### config.mk
export PLATFORM = sky130hd
export DESIGN_NAME = iirdf1_mac
export DESIGN_NICKNAME = d
export VERILOG_FILES = /design/src/hdl/iirdf1_pkg.sv /design/src/hdl/iirdf1_mac.sv
export SDC_FILE = /design/constraint.sdc
export NUM_CORES = 2
export LEC_CHECK = 0
export ABC_CLOCK_PERIOD_IN_PS = 6860
export BUFFER_PORTS_ARGS = -buffer_cell sky130_fd_sc_hd__buf_2
export CAP_MARGIN = 20
export CORE_UTILIZATION = 65
export CTS_BUF_LIST = sky130_fd_sc_hd__clkbuf_16
export CTS_CLUSTER_DIAMETER = 30
export CTS_CLUSTER_SIZE = 25
export DETAILED_ROUTE_END_ITERATION = 8
export PLACE_DENSITY = 0.89
export SKIP_LAST_GASP = 1
export SYNTH_ARGS = -nofsm -noshare
export SYNTH_HDL_FRONTEND = slang
export SYNTH_SLANG_ARGS = --single-unit
export TNS_END_PERCENT = 5
### constraint.sdc
create_clock -name clk -period 6.86 [get_ports clk]
set_clock_uncertainty 0.05 [all_clocks]
set_input_delay 1.029 -clock clk [delete_from_list [all_inputs] [get_ports clk]]
set_output_delay 1.029 -clock clk [all_outputs]
set_load 0.02 [all_outputs]
### src/hdl/iirdf1_pkg.sv
// Shared types, sizes and helpers for the direct-form-I IIR filter.
// No dependencies; every other file of the block uses this package.
`default_nettype none

package iirdf1_pkg;

	localparam int TAPS        = 4;
	localparam int SAMPLE_BITS = 32;
	localparam int COEF_BITS   = 32;
	localparam int NCOEF       = 4;                 // b0..b3 and a0..a3 registers
	localparam int HIST_LEN    = TAPS - 1;
	// taps that have a coefficient register; the rest weigh zero
	localparam int NUSE        = (HIST_LEN < NCOEF - 1) ? HIST_LEN : NCOEF - 1;
	localparam int NTERMS      = 1 + 2 * NUSE;      // multiply-accumulates per item
	localparam int TERM_W      = $clog2(NTERMS);
	localparam int PROD_W      = SAMPLE_BITS + COEF_BITS;
	localparam int ACC_W       = PROD_W + $clog2(NTERMS) + 1;
	localparam int HIDX_W      = (HIST_LEN > 1) ? $clog2(HIST_LEN) : 1;
	localparam int PC_W        = $clog2(TAPS + 1);
	localparam int CP_W        = $clog2(TAPS);
	localparam int CNT_W       = $clog2(SAMPLE_BITS);

	// configuration register map
	localparam int CFG_IDX_W   = 4;
	localparam int CFG_B_BASE  = 0;
	localparam int CFG_A_BASE  = NCOEF;
	localparam int CFG_END     = 2 * NCOEF;

	localparam logic [COEF_BITS-1:0] COEF_ONE = 32'h1000_0000;   // 1.0 in Q4.28

	typedef logic signed [SAMPLE_BITS-1:0] sample_t;
	typedef logic signed [COEF_BITS-1:0]   coef_t;
	typedef logic signed [ACC_W-1:0]       acc_t;

	// one operand pair for the shared multiplier
	typedef struct packed {
		logic    vld;
		logic    first;   // start a new sum
		logic    sub;     // feedback term, subtract
		sample_t smp;
		coef_t   coef;
	} mac_op_t;

	// divider result, held until the next start
	typedef struct packed {
		logic    done;    // one-cycle pulse
		logic    sat;
		logic    dz;
		sample_t y;
	} div_res_t;

	// low 32 bits of a sign-extended sample
	function automatic logic [31:0] out_word(sample_t v);
		logic signed [63:0] t;
		t = 64'(v);
		return t[31:0];
	endfunction

	// low SAMPLE_BITS bits of the 32-bit port word
	function automatic sample_t in_sample(logic [31:0] d);
		logic [63:0] t;
		t = {32'd0, d};
		return sample_t'(t[SAMPLE_BITS-1:0]);
	endfunction

endpackage

`default_nettype wire

### src/hdl/iirdf1_mac.sv
// Shared multiply-accumulate unit of the IIR filter: registered product, then sum.
// Depends on iirdf1_pkg.
`default_nettype none

module iirdf1_mac (
	input  wire logic                 clk,
	input  wire logic                 arst_n,
	input  wire iirdf1_pkg::mac_op_t  op,
	output iirdf1_pkg::acc_t          acc
);

	logic signed [iirdf1_pkg::PROD_W-1:0] prod_s1;
	logic                                 vld_s1;
	logic                                 first_s1;
	logic                                 sub_s1;
	iirdf1_pkg::acc_t                     acc_q;
	iirdf1_pkg::acc_t                     term;
	iirdf1_pkg::acc_t                     base;

	always_ff @(posedge clk or negedge arst_n) begin
		if (!arst_n) begin
			vld_s1 <= 1'b0;
		end else begin
			vld_s1 <= op.vld;
		end
	end

	always_ff @(posedge clk) begin
		prod_s1  <= $signed(op.smp) * $signed(op.coef);
		first_s1 <= op.first;
		sub_s1   <= op.sub;
	end

	always_comb begin
		term = sub_s1 ? -iirdf1_pkg::ACC_W'(prod_s1) : iirdf1_pkg::ACC_W'(prod_s1);
		base = first_s1 ? '0 : acc_q;
	end

	always_ff @(posedge clk) begin
		if (vld_s1) begin
			acc_q <= base + term;
		end
	end

	assign acc = acc_q;

endmodule

`default_nettype wire

; Word level (Yosys, flattened, before mapping)
; Cells that the tools add are included.
; Widths: inputs -> output; s select.
[op_classes]
mul = 1
addsub = 2
n_mux = 2
[op_table]
columns = operator, count
row1 = $mux 68, 2
row2 = $add 68x68->68, 1
row3 = $neg 64->68, 1
row4 = $mul 32x32->64, 1
[totals]
register_bits = 135

; Logic depth before layout (Yosys ltp)
[depth]
ltp_word = 3
depth_mapped = 28
ltp_nobuf = 27

; Worst setup path before layout
; No wires, ideal clock.
[synth_timing]
path_type = input to register
from = in op[2] (netlist bit)
to = reg prod_s1[63] (netlist bit)
required_time_ps = 6678
path_slack_ps = -1687
path_buffers = 2
t_arrival_ps = 8365
cell_stages = 26
setup_time_ps = 132
path_cell_list = clkbuf_1 -> nand2_1 -> fa_1 -> fa_1 -> fa_1 -> fa_1 -> inv_1 -> fa_1 -> inv_1 -> fa_1 -> inv_1 -> fa_1 -> fa_1 -> ha_1 -> clkbuf_1 -> and3_1 -> and3_1 -> a32o_1 -> nor3_1 -> o31ai_1 -> a221oi_1 -> nand3b_1 -> o21ai_0 -> a41oi_1 -> nor3_1 -> or3b_2
[synth_via]
elab_chain_cells = 1
[synth_lines]
columns = element, line_no
row1 = start: declaration, iirdf1_mac.sv:8  ; input wire iirdf1_pkg::mac_op_t op,
row2 = $mul 32x32->64, iirdf1_mac.sv:29  ; prod_s1 <= $signed(op.smp) * $signed(op.coef);
row3 = end signal: assignment, iirdf1_mac.sv:29
row4 = end: declaration, iirdf1_mac.sv:12  ; logic signed [iirdf1_pkg::PROD_W-1:0] prod_s1;
; No other way between the ends.
; A chain may end at the register's enable or synchronous reset.

; Worst setup path after layout
[layout_timing]
from = in op[10] (netlist bit)
to = reg prod_s1[63] (netlist bit)
; The elaborated chain is that of the path after synthesis.

==> reports/summary.md <==
Of all cell types, the one taking the most synthesized area is sky130_fd_sc_hd__fa_1. In the post-synthesis netlist, the biggest area contributors are sky130_fd_sc_hd__fa_1 48%, sky130_fd_sc_hd__inv_1 8.0%, sky130_fd_sc_hd__and2_1 7.4%. The logs give 0 for the number of remaining DRC errors and 66.2% for the effective utilization at floorplan.

Counting every sink on the clock net gives 135. For this block, the initial DRC count from the detailed router was 3,711. The finished cells cover 51,400 µm². The type of the setup path with the least slack is input port to flop. Setup violations remaining at the end of the flow were counted as 46.

Hold repair after CTS inserted 0 buffers. In the final routing, the length of wire on met1 measures 42,600 µm. For the pin with the worst max-slew slack, the measured transition is 0.912 ns. The checks that failed: setup timing. The flow ran to the end, but the final reports show violations. Number of CTS-inserted buffers: 17.

The tools report the final number of max-transition violations as 0. Along the worst path, the maximum fanout reaches 15. TritonCTS built the clock tree. Final critical delay including setup and external delays: 8.58 ns. The tools report the overall overflow remaining after global route as 0. The logs give 4 for the H-tree depth reported by CTS and 95 for the standard-cell row count. The first detailed-routing pass took 8 iterations. The area overhead of the layout relative to synthesis came out at 14.8%.

Counting flops and latches in the post-synthesis netlist gives 135. The pin count of the biggest net entering global routing was 69; the average routed wire per standard cell was 22.9 µm. Measured against its own limit, the worst slew margin works out to 39.2%. After detailed routing, the number of vias per cell comes to 6.14. The share of synthesized registers carrying an async set or reset came out at 0.741%.

The post-synthesis average cell area was 9.39 µm²; the depth of the worst register-to-register path was 16. The arrival time of data at the critical path endpoint is 8.83 ns. By count the netlist is led by 1,083 x sky130_fd_sc_hd__fa_1, 951 x sky130_fd_sc_hd__inv_1, 586 x sky130_fd_sc_hd__nand2_1. The cell area reported after detailed placement was 49,500 µm²; the final layout net count was 6,601.

Distinct cell type count of the synthesized netlist: 61. STA classifies the critical path startpoint as an input port. In this run the horizontal extent of the chip is 264 µm. The die covers 69,900 µm². Among all flip-flop cells after synthesis, the most frequent one is sky130_fd_sc_hd__edfxtp_1. The routed design uses 68,400 µm of met2 wire.

The path category of the worst min-delay check was input port to async pin. Number of antenna violations at the first check in global routing: 4. Wires add up to 139,000 µm. The tools report the via count as 37,400. The worst setup path is captured at a flop.

The proportion of layout cells with a drive suffix above 1 is 15.8%, and the maximum root-to-sink buffer count is 2. The tools report the core region area as 67,600 µm². Data on the critical path is required at its endpoint by 7.11 ns. The first global-routing pass estimated 214,000 µm of wire. The sum of net half-perimeters after detailed placement is 108,000 µm.

The logs give 0.963 for the placer's final routability congestion estimate and 117 MHz for the top achievable clock speed. The number of enable-type register cells in the synthesized netlist was 68. The tools report the clock root buffer as sky130_fd_sc_hd__clkbuf_16. By instance count, the leading cell after synthesis is sky130_fd_sc_hd__fa_1.

In this run the tool buffered the top-level ports with 136 buffer cells. From bottom edge to top edge, the die measures 264 µm. The hold violation count in the final report came out at 0. The count of max-cap constraint violations came out at 0. The ratio of final minimum period to clock period was 125%; the sequential share of the synthesized area was 7.57%. The synthesized netlist occupies a cell area of 44,800 µm². The detail route stage leaves a number of antenna-violating nets equal to 0. For the synthesized netlist cell count, the log shows 4,770.

Routed signal wires occupy layers up through met5. Pin placement for this block handled 137 I/O pins. The yosys synthesis warning count is 0, and the latest clock arrival within the worst-skew pair is 0.43 ns. Worst path setup slack after routing: -1.72 ns.

Setup repair after global routing could not meet its margin everywhere. The routed design uses 13,600 µm of met3 wire. In this run the biggest area consumer among cell types represents 48.4% of the synthesized area. The via count of the first global-routing pass is 41,800, and the clock-pin slew of the registers on the worst-case setup and hold paths is 0.06 ns. The global-route total usage across every layer is 39.5%. The run gives 6,174 as the synthesized net count.
timing repair:
action,4_1_cts,5_1_grt
hold endpoints to repair,0,0
buffers inserted,29,20
endpoints found under the setup margin,47,51
gates resized for setup,113,111
cloned,2,2
pin swaps,43,54
final timing paths:
check	startpoint	endpoint	slack, ns
worst min-delay path	arst_n	vld_s1	0.32
worst max register to register	prod_s1[3]	acc[65]	0.61
worst max-delay path	op[10]	prod_s1[63]	-1.72
min in group clk	acc[0]	acc[0]	0.65
max in group asynchronous	arst_n	vld_s1	6.35
worst min register to register	acc[0]	acc[0]	0.65
state kept, by name (all words and copies together), names as in the netlist:
signal	cells
vld_s1	1
acc	68
prod_s1	64
sub_s1	1
first_s1	1
cell type report:
| class | instances | area, µm² |
|---|---|---|
| clock inverter | 15 | 211 |
| multi-input combinational | 3442 | 37500 |
| antenna | 1 | 2.50 |
| fill | 3824 | 16200 |
| tap | 873 | 1090 |
| timing repair buffer | 649 | 5230 |
| clock buffer | 17 | 425 |
| inverter | 952 | 3580 |
| sequential | 135 | 3390 |
layer usage:
layer	GRT usage [%]	up-vias
met2	67.4	2645
met3	9.87	1152
li1	-	15200
met1	41.0	18400
met4	33.4	4
met5	0	-
worst max-delay path, stage by stage:
cell                      delay, ns
sky130_fd_sc_hd__buf_6         0.18
sky130_fd_sc_hd__buf_6         0.17
sky130_fd_sc_hd__nand2_1       0.11
sky130_fd_sc_hd__fa_2          0.65
sky130_fd_sc_hd__buf_4         0.14
sky130_fd_sc_hd__fa_2          0.48
sky130_fd_sc_hd__fa_1          0.55
sky130_fd_sc_hd__fa_1          0.96
sky130_fd_sc_hd__inv_1         0.20
sky130_fd_sc_hd__fa_1          0.54
sky130_fd_sc_hd__fa_1          0.52
sky130_fd_sc_hd__fa_1          0.49
sky130_fd_sc_hd__inv_1         0.05
sky130_fd_sc_hd__fa_1          0.51
sky130_fd_sc_hd__inv_1         0.05
sky130_fd_sc_hd__ha_1          0.30
sky130_fd_sc_hd__and2_4        0.19
sky130_fd_sc_hd__a21oi_2       0.18
sky130_fd_sc_hd__o21ai_0       0.11
sky130_fd_sc_hd__a21o_1        0.20
sky130_fd_sc_hd__a211o_1       0.32
sky130_fd_sc_hd__a21oi_2       0.14
sky130_fd_sc_hd__o21ai_2       0.09
sky130_fd_sc_hd__a41oi_2       0.20
sky130_fd_sc_hd__nor3_1        0.08
sky130_fd_sc_hd__or3b_4        0.40
cells in the final DEF, fill, tap and decap left out, types with 10 or more instances in the layout:
| cell type | synthesis | layout |
|---|---|---|
| sky130_fd_sc_hd__edfxtp_1 | 68 | 68 |
| sky130_fd_sc_hd__xor2_1 | 45 | 45 |
| sky130_fd_sc_hd__a211oi_1 | 13 | 11 |
| sky130_fd_sc_hd__o21a_1 | 14 | 14 |
| sky130_fd_sc_hd__ha_4 | 0 | 15 |
| sky130_fd_sc_hd__buf_4 | 0 | 490 |
| sky130_fd_sc_hd__dfxtp_1 | 66 | 64 |
| sky130_fd_sc_hd__a21oi_2 | 0 | 13 |
| sky130_fd_sc_hd__o211ai_1 | 10 | 10 |
| sky130_fd_sc_hd__inv_1 | 951 | 939 |
| sky130_fd_sc_hd__o21bai_1 | 23 | 23 |
| sky130_fd_sc_hd__nand3_1 | 40 | 38 |
| sky130_fd_sc_hd__nand2_1 | 586 | 581 |
| sky130_fd_sc_hd__fa_1 | 1083 | 1044 |
| sky130_fd_sc_hd__inv_2 | 0 | 12 |
| sky130_fd_sc_hd__clkbuf_16 | 0 | 19 |
| sky130_fd_sc_hd__or3_1 | 13 | 13 |
| sky130_fd_sc_hd__o41ai_1 | 12 | 12 |
| sky130_fd_sc_hd__buf_12 | 0 | 23 |
| sky130_fd_sc_hd__nand2b_1 | 23 | 23 |
| sky130_fd_sc_hd__o31ai_1 | 21 | 20 |
| sky130_fd_sc_hd__fa_2 | 0 | 39 |
| sky130_fd_sc_hd__a21o_1 | 73 | 73 |
| sky130_fd_sc_hd__nand4_1 | 27 | 27 |
| sky130_fd_sc_hd__xnor2_1 | 152 | 152 |
| sky130_fd_sc_hd__buf_6 | 0 | 38 |
| sky130_fd_sc_hd__and3_1 | 19 | 16 |
| sky130_fd_sc_hd__buf_2 | 0 | 80 |
| sky130_fd_sc_hd__ha_1 | 252 | 235 |
| sky130_fd_sc_hd__and2_1 | 528 | 519 |
| sky130_fd_sc_hd__a21oi_1 | 134 | 119 |
| sky130_fd_sc_hd__o21ai_0 | 98 | 87 |
| sky130_fd_sc_hd__nor2b_1 | 79 | 79 |
| sky130_fd_sc_hd__nor2_1 | 86 | 86 |
through the flow:
stage	utilization [%]	TNS, ns	setup WS, ns	cells	hold slack (ns)
2_1_floorplan	-	-24.92	-1.11	4770	0.526
3_3_place_gp	73.2	-46.66	-1.45	5998	0.631
3_5_place_dp	73.2	-58.17	-1.90	5998	0.641
4_1_cts	75.2	-25.83	-0.980	6061	0.316
5_1_grt	76.0	-46.37	-1.81	6084	0.314
6_report	76.0	-38.66	-1.72	6084	0.316
cells by family (layout without fill, tap and decap cells):
group	count (synthesis)	after routing	synth area share, %
AND/OR/NAND/NOR	1451	1451	16.5
AO/OA/AOI/OAI	457	457	6.54
flip-flops	135	135	7.57
XOR/XNOR	197	197	3.85
adder cells (fa/ha/maj)	1335	1335	55.5
multiplexers	2	2	0.0447
other	0	1	0
buffers and inverters	1193	1633	10.0
Power is not shown: default switching activity piles up to over one toggle a cycle in this logic, so the estimate is an artifact.
