--- config.mk ---
export PLATFORM = sky130hd
export DESIGN_NAME = iirdf1_div
export DESIGN_NICKNAME = d
export VERILOG_FILES = /design/src/hdl/iirdf1_pkg.sv /design/src/hdl/iirdf1_div.sv
export SDC_FILE = /design/constraint.sdc
export NUM_CORES = 1
export LEC_CHECK = 0
export ABC_AREA = 1
export BUFFER_PORTS_ARGS = -buffer_cell sky130_fd_sc_hd__buf_2
export CORE_UTILIZATION = 60
export CTS_CLUSTER_SIZE = 20
export DETAILED_ROUTE_END_ITERATION = 12
export PLACE_DENSITY = 0.87
export SYNTH_ARGS = -nofsm -noshare
export SYNTH_HDL_FRONTEND = slang
export SYNTH_SLANG_ARGS = --single-unit
--- constraint.sdc ---
create_clock -name clk -period 2.4 [get_ports clk]
set_input_delay 0.24 -clock clk [delete_from_list [all_inputs] [get_ports clk]]
set_output_delay 0.24 -clock clk [all_outputs]
set_load 0.02 [all_outputs]
--- src/hdl/iirdf1_pkg.sv ---
// Shared types, sizes and helpers for the direct-form-I IIR filter.
// No dependencies; every other file of the block uses this package.
`default_nettype none

package iirdf1_pkg;

	localparam int TAPS        = 4;
	localparam int SAMPLE_BITS = 32;
	localparam int COEF_BITS   = 32;
	localparam int NCOEF       = 4;                 // b0..b3 and a0..a3 registers
	localparam int HIST_LEN    = TAPS - 1;
	// taps that have a coefficient register; the rest weigh zero
	localparam int NUSE        = (HIST_LEN < NCOEF - 1) ? HIST_LEN : NCOEF - 1;
	localparam int NTERMS      = 1 + 2 * NUSE;      // multiply-accumulates per item
	localparam int TERM_W      = $clog2(NTERMS);
	localparam int PROD_W      = SAMPLE_BITS + COEF_BITS;
	localparam int ACC_W       = PROD_W + $clog2(NTERMS) + 1;
	localparam int HIDX_W      = (HIST_LEN > 1) ? $clog2(HIST_LEN) : 1;
	localparam int PC_W        = $clog2(TAPS + 1);
	localparam int CP_W        = $clog2(TAPS);
	localparam int CNT_W       = $clog2(SAMPLE_BITS);

	// configuration register map
	localparam int CFG_IDX_W   = 4;
	localparam int CFG_B_BASE  = 0;
	localparam int CFG_A_BASE  = NCOEF;
	localparam int CFG_END     = 2 * NCOEF;

	localparam logic [COEF_BITS-1:0] COEF_ONE = 32'h1000_0000;   // 1.0 in Q4.28

	typedef logic signed [SAMPLE_BITS-1:0] sample_t;
	typedef logic signed [COEF_BITS-1:0]   coef_t;
	typedef logic signed [ACC_W-1:0]       acc_t;

	// one operand pair for the shared multiplier
	typedef struct packed {
		logic    vld;
		logic    first;   // start a new sum
		logic    sub;     // feedback term, subtract
		sample_t smp;
		coef_t   coef;
	} mac_op_t;

	// divider result, held until the next start
	typedef struct packed {
		logic    done;    // one-cycle pulse
		logic    sat;
		logic    dz;
		sample_t y;
	} div_res_t;

	// low 32 bits of a sign-extended sample
	function automatic logic [31:0] out_word(sample_t v);
		logic signed [63:0] t;
		t = 64'(v);
		return t[31:0];
	endfunction

	// low SAMPLE_BITS bits of the 32-bit port word
	function automatic sample_t in_sample(logic [31:0] d);
		logic [63:0] t;
		t = {32'd0, d};
		return sample_t'(t[SAMPLE_BITS-1:0]);
	endfunction

endpackage

`default_nettype wire

--- src/hdl/iirdf1_div.sv ---
// Iterative signed divider with saturation: one quotient bit per cycle.
// Depends on iirdf1_pkg.
`default_nettype none

module iirdf1_div (
	input  wire logic                 clk,
	input  wire logic                 arst_n,
	input  wire logic                 start,
	input  wire iirdf1_pkg::acc_t     acc,
	input  wire iirdf1_pkg::coef_t    a0,
	output iirdf1_pkg::div_res_t      res
);

	localparam int SB = iirdf1_pkg::SAMPLE_BITS;
	localparam int HW = iirdf1_pkg::ACC_W - SB;

	typedef enum logic [3:0] {
		DV_IDLE  = 4'b0001,
		DV_CHECK = 4'b0010,
		DV_ITER  = 4'b0100,
		DV_FIN   = 4'b1000
	} dv_state_t;

	dv_state_t                       st_q;
	logic [iirdf1_pkg::ACC_W-1:0]    mag_q;
	logic [31:0]                     d_q;
	logic                            neg_q;
	logic                            dz_q;
	logic [31:0]                     rem_q;
	logic [SB-1:0]                   dvd_q;
	logic [iirdf1_pkg::CNT_W-1:0]    cnt_q;
	iirdf1_pkg::div_res_t            res_q;

	logic [HW-1:0]                   hi;
	logic [32:0]                     cur;
	logic [32:0]                     dext;
	logic                            ge;
	logic                            over;
	iirdf1_pkg::sample_t             sat_val;
	iirdf1_pkg::sample_t             q_val;

	always_comb begin
		hi      = mag_q[iirdf1_pkg::ACC_W-1:SB];
		cur     = {rem_q, dvd_q[SB-1]};
		dext    = {1'b0, d_q};
		ge      = (cur >= dext);
		// magnitude above the range: at the positive end, anything with the top bit set
		over    = dvd_q[SB-1] & (~neg_q | (|dvd_q[SB-2:0]));
		sat_val = neg_q ? {1'b1, {(SB-1){1'b0}}} : {1'b0, {(SB-1){1'b1}}};
		q_val   = neg_q ? -$signed(dvd_q) : $signed(dvd_q);
	end

	always_ff @(posedge clk or negedge arst_n) begin
		if (!arst_n) begin
			st_q  <= DV_IDLE;
			res_q <= '0;
			mag_q <= '0;
			d_q   <= '0;
			neg_q <= 1'b0;
			dz_q  <= 1'b0;
			rem_q <= '0;
			dvd_q <= '0;
			cnt_q <= '0;
		end else begin
			res_q.done <= 1'b0;
			case (st_q)
				DV_IDLE: begin
					if (start) begin
						mag_q <= acc[iirdf1_pkg::ACC_W-1] ? -acc : acc;
						d_q   <= a0[31] ? (~a0 + 32'd1) : a0;
						neg_q <= acc[iirdf1_pkg::ACC_W-1] ^ a0[31];
						dz_q  <= (a0 == '0);
						st_q  <= DV_CHECK;
					end
				end
				DV_CHECK: begin
					if (dz_q) begin
						res_q <= '{done: 1'b1, sat: 1'b0, dz: 1'b1, y: '0};
						st_q  <= DV_IDLE;
					end else if (hi >= HW'(d_q)) begin
						// quotient has bits above the sample width
						res_q <= '{done: 1'b1, sat: 1'b1, dz: 1'b0, y: sat_val};
						st_q  <= DV_IDLE;
					end else begin
						rem_q <= hi[31:0];
						dvd_q <= mag_q[SB-1:0];
						cnt_q <= iirdf1_pkg::CNT_W'(SB - 1);
						st_q  <= DV_ITER;
					end
				end
				DV_ITER: begin
					rem_q <= ge ? 32'(cur - dext) : cur[31:0];
					dvd_q <= {dvd_q[SB-2:0], ge};
					if (cnt_q == '0) begin
						st_q <= DV_FIN;
					end else begin
						cnt_q <= cnt_q - 1'b1;
					end
				end
				DV_FIN: begin
					res_q <= '{done: 1'b1, sat: over, dz: 1'b0, y: over ? sat_val : q_val};
					st_q  <= DV_IDLE;
				end
				default: begin
					st_q <= DV_IDLE;
				end
			endcase
		end
	end

	assign res = res_q;

endmodule

`default_nettype wire

=== After elaboration in Yosys (flattened, before gate mapping) ===
Cells that the tools add are included.

* $add $sub $neg: 5
* $lt $le $gt $ge: 2
* Reductions and logical operators: 10
* Bitwise operators: 5
* Equality and inequality tests: 10
* Mux-type cells: 24

{| class="wikitable"
|+ Operators by type and width
! operator !! number
|-
| $mux 32 || 9
|-
| $pmux 32 s2 || 2
|-
| $mux 35 || 2
|-
| $pmux 35 s2 || 1
|-
| $mux 68 || 1
|-
| $neg 68->68 || 1
|-
| $ge 36x32->1 || 1
|-
| $ge 33x32->1 || 1
|-
| $add 32x1->32 const B || 1
|-
| $logic_not 32->1 || 1
|-
| $neg 32->32 || 1
|-
| $not 32->32 || 1
|-
| $sub 32x32->32 || 1
|-
| $reduce_or 31->1 || 1
|-
| $mux 5 || 3
|-
| $pmux 4 s3 || 1
|-
| $ne 2x2->1 const B || 5
|-
| $pmux 5 s2 || 1
|-
| $mux 4 || 2
|-
| $mux 3 || 2
|-
| $reduce_and 2->1 || 3
|-
| $logic_not 5->1 || 1
|-
| $sub 5x1->5 const B || 1
|-
| $eq 4x1->1 const B || 1
|-
| 11 further kinds || 12
|}

* Bits of input ports: 103
* Output and inout bits: 35
* Word-level logic and storage cells: 68
* Register bits after elaboration: 210

=== Longest topological paths before layout ===
* Word-level depth: 5
* Gate-level depth with buffers: 18

=== Worst setup path after synthesis ===
No wires, ideal clock.

* Kind: flip-flop to flip-flop
* Start: register rem_q[25]
* End: register rem_q[26]
* Setup time: 0.123 ns
* Arrival time: 1.871 ns
* Stages on the path, launching flop included: 11
* Setup slack: 0.405 ns
* Required time: 2.277 ns
* Path through: dfrtp_1 > ha_1 > a21oi_2 > nor2_1 > nor2_1 > o21ai_0 > a21oi_2 > clkbuf_1 > nand3b_1 > nand3_1 > a21oi_1

* Cells in the longest elaborated chain, start to end: 3
* Elaborated cells on any way between the ends: 4
* Those cells by class: 1 x add/sub; 1 x order compare; 2 x mux

{| class="wikitable"
|+ RTL lines
! item !! RTL line !! text
|-
| from (decl) || iirdf1_div.sv:29 || <nowiki>logic [31:0] rem_q;</nowiki>
|-
| from (signal assigned) || iirdf1_div.sv:85 || <nowiki>rem_q <= hi[31:0];</nowiki>
|-
| from (signal assigned) || iirdf1_div.sv:92 || <nowiki>rem_q <= ge ? 32'(cur - dext) : cur[31:0];</nowiki>
|-
| $sub 32x32->32 / $ge 33x32->1 (equally long branches) || iirdf1_div.sv:92, iirdf1_div.sv:46 ||
|-
| $mux 32 (*) || iirdf1_div.sv:92 ||
|-
| $pmux 32 s2 (*) || iirdf1_div.sv:66 || <nowiki>case (st_q)</nowiki>
|}

Every way passes the cells marked *; elsewhere a longest branch is shown, timed or not.
A chain may end at the register's enable or synchronous reset.

=== Final worst setup path ===
* Start: register mag_q[62] in the netlist's numbering
* End: register res_q (netlist bit res[22])

* Cells in the longest elaborated chain, start to end: 3

{| class="wikitable"
|+ RTL lines
! item !! RTL line !! text
|-
| from (decl) || iirdf1_div.sv:25 || <nowiki>logic [iirdf1_pkg::ACC_W-1:0] mag_q;</nowiki>
|-
| from (signal assigned) || iirdf1_div.sv:69 || <nowiki>mag_q <= acc[iirdf1_pkg::ACC_W-1] ? -acc : acc;</nowiki>
|-
| $ge 36x32->1 || iirdf1_div.sv:80 || <nowiki>end else if (hi >= HW'(d_q)) begin</nowiki>
|-
| $ne 3x3->1 (no source line) || n/a ||
|-
| $reduce_and 2->1 (no source line) || n/a ||
|-
| to (signal assigned) || iirdf1_div.sv:78 || <nowiki>res_q <= '{done: 1'b1, sat: 1'b0, dz: 1'b1, y: '0};</nowiki>
|-
| to (signal assigned) || iirdf1_div.sv:82 || <nowiki>res_q <= '{done: 1'b1, sat: 1'b1, dz: 1'b0, y: sat_val};</nowiki>
|-
| to (signal assigned) || iirdf1_div.sv:101 || <nowiki>res_q <= '{done: 1'b1, sat: over, dz: 1'b0, y: over ? sat_val : q_val};</nowiki>
|-
| to (decl) || iirdf1_div.sv:32 || <nowiki>iirdf1_pkg::div_res_t res_q;</nowiki>
|}

No other way between the ends.

==> results_dict.tcl <==
set metrics [dict create \
    area_growth_pct 18.11 \
    yosysSeqAreaShare 0.3219 \
    min-delay-path-class "in -> reg" \
    max-slew-margin-rel 0.5177 \
    hold_depth 4 \
    cp-end-kind "flip-flop" \
    wl_met1_um 23760 \
    ys_ff_latch 210 \
    clock_skew_ns 0.02911 \
    cap_violations 0 \
    fin_crit_ns 2.466 \
    cp_top_family "simple AND/OR/NAND/NOR gates" \
    dieArea_um2 27880 \
    grt_pass1_wl_um 86030 \
    synth_area_leaders "dfrtp_1 32%, nand2_1 18%, nand3_1 6.8%" \
    place_congestion 1.015 \
    postRouteAntennaNets 0 \
    slowest_delay_ns 0.42 \
    cp_slowest_cell "dfrtp_1" \
    powerDensity_nw_per_um2 1391 \
    yosysWarnings 0 \
    layoutNonFillerInstCount 3035 \
    power.switching_mw 13.36 \
    grt_pass1_vias 16296 \
    path_cells "ha_1 -> nand2_1 -> inv_1 -> nand3_2 -> nor2_4 -> buf_4 -> a21oi_4 -> nand3_4 -> nand2_2 -> nand2_2 -> nor2_4 -> clkbuf_16 -> nand2_1 -> nand3_1" \
    ff2ff_setup_slack_ns -0.07 \
    antenna_found_initial 0 \
    wirelength_um 56030 \
    h-tree-depth 1 \
    synth.cell_area_um2 16330 \
    worst-r2r-cell-count 14 \
    vias 18126 \
    post-route-util 0.7197 \
    pwr-share-clk 0.134 \
    grt_usage 0.3862 \
    critPathRequiredTime_ns 2.86 \
    violations "negative setup slack" \
    antenna_cells 0 \
    cts_root_buffer "clkbuf_16" \
    numClockSinks 210 \
    clock_path_buffers 3 \
    grt_max_degree 139 \
    hold_violations 0 \
    hpwl_um 42000 \
    start_kind "flip-flop" \
    outcome "finished with violations" \
    syn-num-nets 2671 \
    max_freq_mhz 405.6 \
    finalSetupTns_ns -0.7857 \
    dr_wl_met2_um 24160 \
    power_frac_comb 0.625 \
    seqPwrFrac 0.241 \
    post_drt_wl_per_cell_um 18.46 \
    setup_violations 28 \
    rsz0062_at_grt "yes" \
    p_int_mw 13.47 \
    critPathKind "reg -> reg" \
    cp.depth 14 \
    io_pins 138 \
    p_leak_nw 9.662 \
    initial_core_util 0.6093 \
    synth_flop_cell "dfrtp_1" \
    clk_pin_slew_worst_paths_ns 0.06 \
    syn_inst 2498 \
    top_layer "met4" \
    async_flop_share 1.000 \
    swShare 0.4980 \
    synth_edf_count 0 \
    drc 0 \
    crit_buf_inv 3 \
    synthDominantCellAreaShare 0.3203 \
    cts_tree "yes" \
    grt.overflow.total 0 \
    synth_area_leader_cell "dfrtp_1" \
    ir_drop_mv 0.7511 \
    die-width_um 167.0 \
    dr.pass1.iters 8 \
    critPathMaxFanout 6 \
    ys_types 50 \
    core_um2 26800 \
    viasPerCell 5.972 \
    port_buffers 137 \
    dr_wl_met3_um 6099 \
    dp_slack_ns -0.07023 \
    fin_ws_ns -0.06566 \
    total_power_mw 26.84 \
    fp.dieH_um 167.0 \
    cts_made_buffers 23 \
    clk_latency_ns 0.53 \
    drive_gt1_frac 0.1559 \
    dr.first_iter.drc_count 2553 \
    drv_slew 0 \
    period_share 1.027 \
    post-place-cells 2963 \
    crit_arrival_ns 2.92 \
    syn_avg_cell_area_um2 6.537 \
    layout.nets 2851 \
    worst_pin_slew_ns 0.7179 \
    rows 60 \
]
==> flip-flops by register name, summed over array words and instances (netlist names) <==
register and flops:
dvd_q 32, neg_q 1, cnt_q 5, rem_q 32
st_q 4, res 35, d_q 32, dz_q 1
mag_q 68
==> power by group through the flow <==
stage	logic (mW)	clock network [mW]	registers (mW)
global placement	14.4	0	6.27
detailed placement	14.8	0	6.33
finish	16.8	3.59	6.47
floorplan	9.91	0	6.26
CTS	15.1	3.59	6.30
global route	18.4	3.75	6.58
==> placed cells by master, fill, tap and decap left out, drive strengths merged, types with 5 or more instances in the layout <==
master  instances
o21ai         180
or2            11
nand3         225
clkinv          7
xor2           62
xnor2          24
nor2          289
and2            6
a31oi           5
buf           239
inv           274
nand3b         47
nor3           31
o211ai         42
o22ai           7
a21o            5
nand4          26
a21oi          84
nand2         787
dfrtp         209
clkbuf         35
ha             69
o31ai          10
==> repair_timing <==
| item | 4_1_cts | 5_1_grt |
|---|---|---|
| buffers inserted | 0 | 22 |
| hold endpoints to repair | 66 | 0 |
| resized for setup | 11 | 114 |
| pin swaps | 0 | 10 |
| endpoints found under the setup margin | 58 | 106 |
| cloned | 0 | 7 |
| hold buffers | 2 | 0 |
==> metrics by stage <==
stage | area [um2] | hold WS (ns)
finish | 19290 | 0.03842
global route | 19290 | 0.05258
CTS | 18610 | 0.02585
detailed placement | 17780 | 0.3147
global placement | 17780 | 0.3036
floorplan | 16330 | -0.05559
==> metal layers <==
| layer | GRT usage | vias up |
|---|---|---|
| li1 | - | 8435 |
| met1 | 0.5752 | 8393 |
| met2 | 0.5723 | 1136 |
| met3 | 0.06226 | 162 |
| met4 | 0.1176 | 0 |
| met5 | 0 | - |
==> cells by family after synthesis <==
group,share of synthesized area
AND/OR/NAND/NOR,0.3737
XOR/XNOR,0.04612
flip-flops,0.3219
buffers and inverters,0.08796
adder cells (fa/ha/maj),0.05409
AO/OA/AOI/OAI,0.1162
==> worst paths after layout <==
kind                       startpoint        end
min                            a0[30]    d_q[30]
max in group asynchronous      arst_n  mag_q[28]
min reg2reg                   res[32]    res[32]
min in group asynchronous      arst_n  rem_q[12]
max                         mag_q[62]    res[22]
max reg2reg                 mag_q[62]    res[22]
==> worst register-to-register path: cells and delay by family, from the launching register on <==
kind                     cells  cell delay, ns
adder cells (fa/ha/maj)      1            0.33
flip-flops                   1            0.42
buffers and inverters        3            0.44
AO/OA/AOI/OAI                1            0.27
AND/OR/NAND/NOR              9            0.96
==> synth_stat cells (9+ instances only) <==
library cell / n
o21ai_0: 169
o211ai_1: 42
nand3_1: 222
inv_1: 269
xnor2_1: 24
clkbuf_1: 51
buf_4: 9
xor2_1: 62
nand3b_1: 47
nor2_1: 277
nand4_1: 25
a21oi_1: 80
buf_2: 20
o21ai_1: 10
o31ai_1: 10
nand2_1: 783
nor3_1: 29
buf_1: 9
ha_1: 69
dfrtp_1: 209
==> final cells by class <==
class,instances,area [um2]
multi-input cells,1925,10010
clock inverters,11,128.9
flip-flops and latches,210,5256
inverters,272,1028
fillers,2207,7512
well taps,341,426.7
clock buffers,30,631.9
repair buffers,246,1805
Power figures use the tool's default switching activity.
